--- config.mk ---
export PLATFORM = sky130hd
export DESIGN_NAME = llas_ctrl
export DESIGN_NICKNAME = d
export VERILOG_FILES = /design/src/rtl/core/llas_pkg.sv /design/src/rtl/core/llas_ctrl.sv
export SDC_FILE = /design/constraint.sdc
export NUM_CORES = 1
export LEC_CHECK = 0
export BUFFER_PORTS_ARGS = -buffer_cell sky130_fd_sc_hd__buf_2
export CORE_AREA = 2 2 39 41
export DETAILED_ROUTE_END_ITERATION = 12
export DIE_AREA = 0 0 41 43
export GPL_TIMING_DRIVEN = 0
export PLACE_DENSITY = 0.4
export RECOVER_POWER = 100
export SKIP_LAST_GASP = 1
export SLEW_MARGIN = 20
export SYNTH_ARGS = -nofsm -noshare
export SYNTH_HDL_FRONTEND = slang
export SYNTH_SLANG_ARGS = --single-unit
export TNS_END_PERCENT = 50
--- constraint.sdc ---
create_clock -name clk -period 1.55 [get_ports clk]
set_clock_uncertainty 0.2 [all_clocks]
set_input_delay 0.31 -clock clk [delete_from_list [all_inputs] [get_ports clk]]
set_output_delay 0.31 -clock clk [all_outputs]
set_load 0.02 [all_outputs]
--- src/rtl/core/llas_pkg.sv ---
// Shared types and constants of the life-like automaton step core.
// Used by the controller, the datapath, the interfaces and the top level.
`timescale 1ns / 1ps
`default_nettype none

package llas_pkg;

	// Fixed field widths of the channels
	localparam int unsigned REQ_W     = 2;
	localparam int unsigned ROW_IDX_W = 6;
	localparam int unsigned ROW_W     = 64;
	localparam int unsigned CFG_W     = 4;
	localparam int unsigned CFG_IDX_W = 1;

	// Request codes
	typedef enum logic [REQ_W-1:0] {
		REQ_LOAD    = 2'd0,
		REQ_ADVANCE = 2'd1,
		REQ_EMIT    = 2'd2,
		REQ_NONE    = 2'd3
	} llas_req_t;

	// Configuration register indexes
	localparam logic [CFG_IDX_W-1:0] CFG_BIRTH   = 1'b0;
	localparam logic [CFG_IDX_W-1:0] CFG_SURVIVE = 1'b1;

	// Configuration reset values
	localparam logic [CFG_W-1:0] BIRTH_RST   = 4'd3;
	localparam logic [CFG_W-1:0] SURVIVE_RST = 4'd2;

	// Controller states
	typedef enum logic [1:0] {
		ST_IDLE  = 2'd0,
		ST_PRIME = 2'd1,
		ST_FILL  = 2'd2,
		ST_ROW   = 2'd3
	} llas_state_t;

	// Commands from controller to datapath
	typedef struct packed {
		logic load_wr;    // write the input row into the grid
		logic prime;      // read row 0
		logic fill;       // capture row 0, read row 1
		logic step;       // emit current row, shift the window
		logic write_back; // store the next generation of the current row
	} llas_cmd_t;

	// Status from datapath to controller
	typedef struct packed {
		logic out_free;   // output register can take a row this cycle
		logic last_row;   // row counter is on the final row
	} llas_stat_t;

endpackage

`default_nettype wire

--- src/rtl/core/llas_ctrl.sv ---
// Controller of the automaton core: sequences loads, grid sweeps and readouts.
// Depends on llas_pkg for the state, command and status types.
`timescale 1ns / 1ps
`default_nettype none

module llas_ctrl (
	input  wire logic                       clk,
	input  wire logic                       arst_n,
	input  wire logic                       in_valid,
	input  wire logic [llas_pkg::REQ_W-1:0] req_type,
	input  wire llas_pkg::llas_stat_t       stat,
	output      logic                       in_ready,
	output      llas_pkg::llas_cmd_t        cmd
);

	llas_pkg::llas_state_t state_q, state_d;
	logic                  adv_q;
	logic                  accept;

	assign accept = in_valid && (state_q == llas_pkg::ST_IDLE);

	// Next state
	always_comb begin
		state_d = state_q;
		case (state_q)
			llas_pkg::ST_IDLE: begin
				if (in_valid && (req_type inside {llas_pkg::REQ_ADVANCE,
						llas_pkg::REQ_EMIT})) begin
					state_d = llas_pkg::ST_PRIME;
				end
			end
			llas_pkg::ST_PRIME: state_d = llas_pkg::ST_FILL;
			llas_pkg::ST_FILL:  state_d = llas_pkg::ST_ROW;
			llas_pkg::ST_ROW: begin
				if (stat.out_free && stat.last_row) begin
					state_d = llas_pkg::ST_IDLE;
				end
			end
			default: state_d = llas_pkg::ST_IDLE;
		endcase
	end

	// Outputs
	always_comb begin
		in_ready       = (state_q == llas_pkg::ST_IDLE);
		cmd.load_wr    = accept && (req_type == llas_pkg::REQ_LOAD);
		cmd.prime      = (state_q == llas_pkg::ST_PRIME);
		cmd.fill       = (state_q == llas_pkg::ST_FILL);
		cmd.step       = (state_q == llas_pkg::ST_ROW) && stat.out_free;
		cmd.write_back = (state_q == llas_pkg::ST_ROW) && stat.out_free && adv_q;
	end

	// State and sweep mode registers
	always_ff @(posedge clk or negedge arst_n) begin
		if (!arst_n) begin
			state_q <= llas_pkg::ST_IDLE;
			adv_q   <= 1'b0;
		end else begin
			state_q <= state_d;
			if (accept) begin
				adv_q <= (req_type == llas_pkg::REQ_ADVANCE);
			end
		end
	end

endmodule

`default_nettype wire

==> impl_metrics.csv <==
group,metric,value,unit
sta,tightestPinTransition,0.145,ns
power_and_ir_drop,power.leakage,0.000230,uW
synth,synthCells,23,
sta,finalSetupTns,-0.410,ns
final_layout,mostFrequentLayoutCell,"buf_2",
die,start_util,0.182,
sta,period_needed,1.67,ns
setup_path,r2r_cells,4,
synth,ys_seq_elements,3,
synth,synth_xor_area_frac,0,
synth,syn_area,251,um^2
synth,syn-mean-instance-area,10.9,um^2
power_and_ir_drop,max-vdd-ir-drop,0.000391,V
sta,setup_ws,-0.116,ns
setup_path,arrival,1.16,ns
run_status,status,"complete, but fails checks",
setup_path,worstSetupPathType,"reg -> out",
clocking,clkLatencyLatePin,0.23,ns
synth,synthMuxAreaShare,0.104,
die,rows,14,
die,die_area,0.00176,mm^2
drt,drt.antenna.violating_nets,0,
sta,rsz0062_at_grt,"yes",
drt,vias_per_cell,3.80,
drt,drtIter0Drc,2,
grt,use_met1,0.0939,
grt,use_met3,0.0157,
grt,grt_pass1_vias,238,
placed_design,gp_congestion,0.610,
power_and_ir_drop,power_density,1880,mW/mm^2
clocking,cts_sinks,3,
power_and_ir_drop,total_power,846,uW
final_layout,fill_cells,155,
grt,busiest_layer,"met2",
placed_design,place_hpwl,411,um
sta,final-hold-violation-count,0,
drt,drt-total-wl,582,um
setup_path,cp_max_fo,3,
sta,maxSlewHeadroom,0.903,
job,cap_violations,0,
die,fp.dieW,41,um
worst_hold_path,min_path_type,"in -> async",
drt,drc,0,
synth,ys_warn_count,0,
sta,fin_crit_sh,1.07,
die,die_h,43,um
final_layout,fin_util,0.325,
setup_path,cp.required,1.04,ns
sta,fin_hold_ws,0.219,ns
synth,synth_area_leaders,"dfrtp_1, ha_1, inv_1, mux2_4, a21boi_2",
run_status,violations,"setup timing",
synth,ys_types,12,
setup_path,critPathLaunchType,"register",
clocking,clockRootBuffer,"clkbuf_4",
clocking,cts_made_buffers,3,
sta,slew_violations,0,
clocking,cts_tree,"yes",
grt,use_met2,0.134,
die,ios,13,
final_layout,antenna_cells,0,
final_layout,nets,58,
synth,yosys.area_share.simple,0.114,
grt,antenna_found_initial,0,
setup_path,crit_path_end_kind,"output port",
synth,yosysTopAreaCell,"dfrtp_1",
synth,synth-seq-area-share,0.299,
final_layout,drive_gt1_frac,0.705,
synth,netlist.area_leader.share,0.299,
synth,syn_nets,36,
grt,grt_max_degree,4,
synth,synth_compound_area_frac,0.124,
final_layout,area_delta_synth_final,78.6,%
drt,vias,228,
grt,grt_pass1_wl,966,um
die,fp.coreArea,0.00138,mm^2
drt,dr.pass1.iters,4,
grt,grt-ovfl-total,0,
clocking,htreeDepth,1,
sta,setup_viol_count_final,6,
synth,synth_adder_area_share,0.299,
drt,wire_per_inst,9.70,um
placed_design,port_buffers,12,
final_layout,layout_common_cells,"buf_2, buf_6, buf_4",
clocking,clk_pin_slew,0.04,ns
grt,grt_usage,0.0755,
sta,max_freq,600,MHz
clocking,clockBufferDepth,2,
synth,synth_top_family_by_area,"adder cells",
==> synthesized netlist by cell type <==
cell and count:
a21boi_2 1, and2_2 1, nand2_1 2, a21oi_2 1, mux2_4 1, mux2_2 1
and3_1 1, dfrtp_1 3, inv_1 4, and3_2 1, ha_1 6, o32a_2 1
==> per-stage QoR <==
stage	instance area (um^2)	cells	setup slack [ns]
2_1_floorplan	254	23	0.0109
3_3_place_gp	334	51	-0.0290
3_5_place_dp	334	51	-0.0300
4_1_cts	442	60	-0.0987
5_1_grt	449	60	-0.160
6_report	449	60	-0.116
==> final timing paths <==
path                                  from         end  slack, ns
min in group clk                  in_valid       adv_q       0.24
worst max register to register  state_q[1]  state_q[1]      -0.01
worst max-delay path            state_q[1]      cmd[4]      -0.12
max in group asynchronous           arst_n  state_q[0]       0.78
worst min-delay path                arst_n  state_q[1]       0.22
worst min register to register       adv_q       adv_q       0.33
==> flip-flops by register name (all words and copies together), names as in the netlist <==
signal / count
adv_q: 1
state_q: 2
==> layout make-up <==
class                   count  area, um^2  area share
clock buffers               4        26.3      0.0585
inverters                   4        15.0      0.0334
multi-input cells          16         189       0.421
flip-flops and latches      3        75.1       0.167
well taps                  16        20.0      0.0446
repair buffers             17         124       0.276
==> logic make-up (layout without fill, tap and decap cells) <==
| group | Yosys count | in the layout |
|---|---|---|
| multiplexers | 2 | 2 |
| adder cells (fa/ha/maj) | 6 | 6 |
| AO/OA/AOI/OAI | 3 | 3 |
| buffers and inverters | 4 | 25 |
| AND/OR/NAND/NOR | 5 | 5 |
| flip-flops | 3 | 3 |
==> routing by layer <==
layer | vias up | routed length, um
met2 | 7 | 314
met5 | - | 0
met4 | 0 | 0
met3 | 0 | 31
met1 | 104 | 236
li1 | 117 | -
==> worst max-delay path, cell delays in order (launching register included) <==
cell and delay [ns]:
dfrtp_1 0.40, inv_2 0.10, ha_4 0.15, and3_4 0.17, buf_6 0.11
==> where the power goes <==
group | internal (uW) | leakage [uW] | total (uW) | switching, uW
registers | 119 | 0.0000365 | 157 | 37.7
logic | 309 | 0.000179 | 556 | 247
clock network | 96.3 | 0.0000150 | 134 | 37.3
total | 524 | 0.000230 | 846 | 322
==> what timing repair did <==
| action | CTS | global route |
|---|---|---|
| hold buffers | 1 | 0 |
| buffers inserted | 4 | 0 |
| pin swaps | 5 | 0 |
| gates resized for setup | 13 | 3 |
| endpoints found under the setup margin | 6 | 7 |
| endpoints found under the hold margin | 3 | 0 |
No activity file was read; power rests on OpenSTA's default activity.
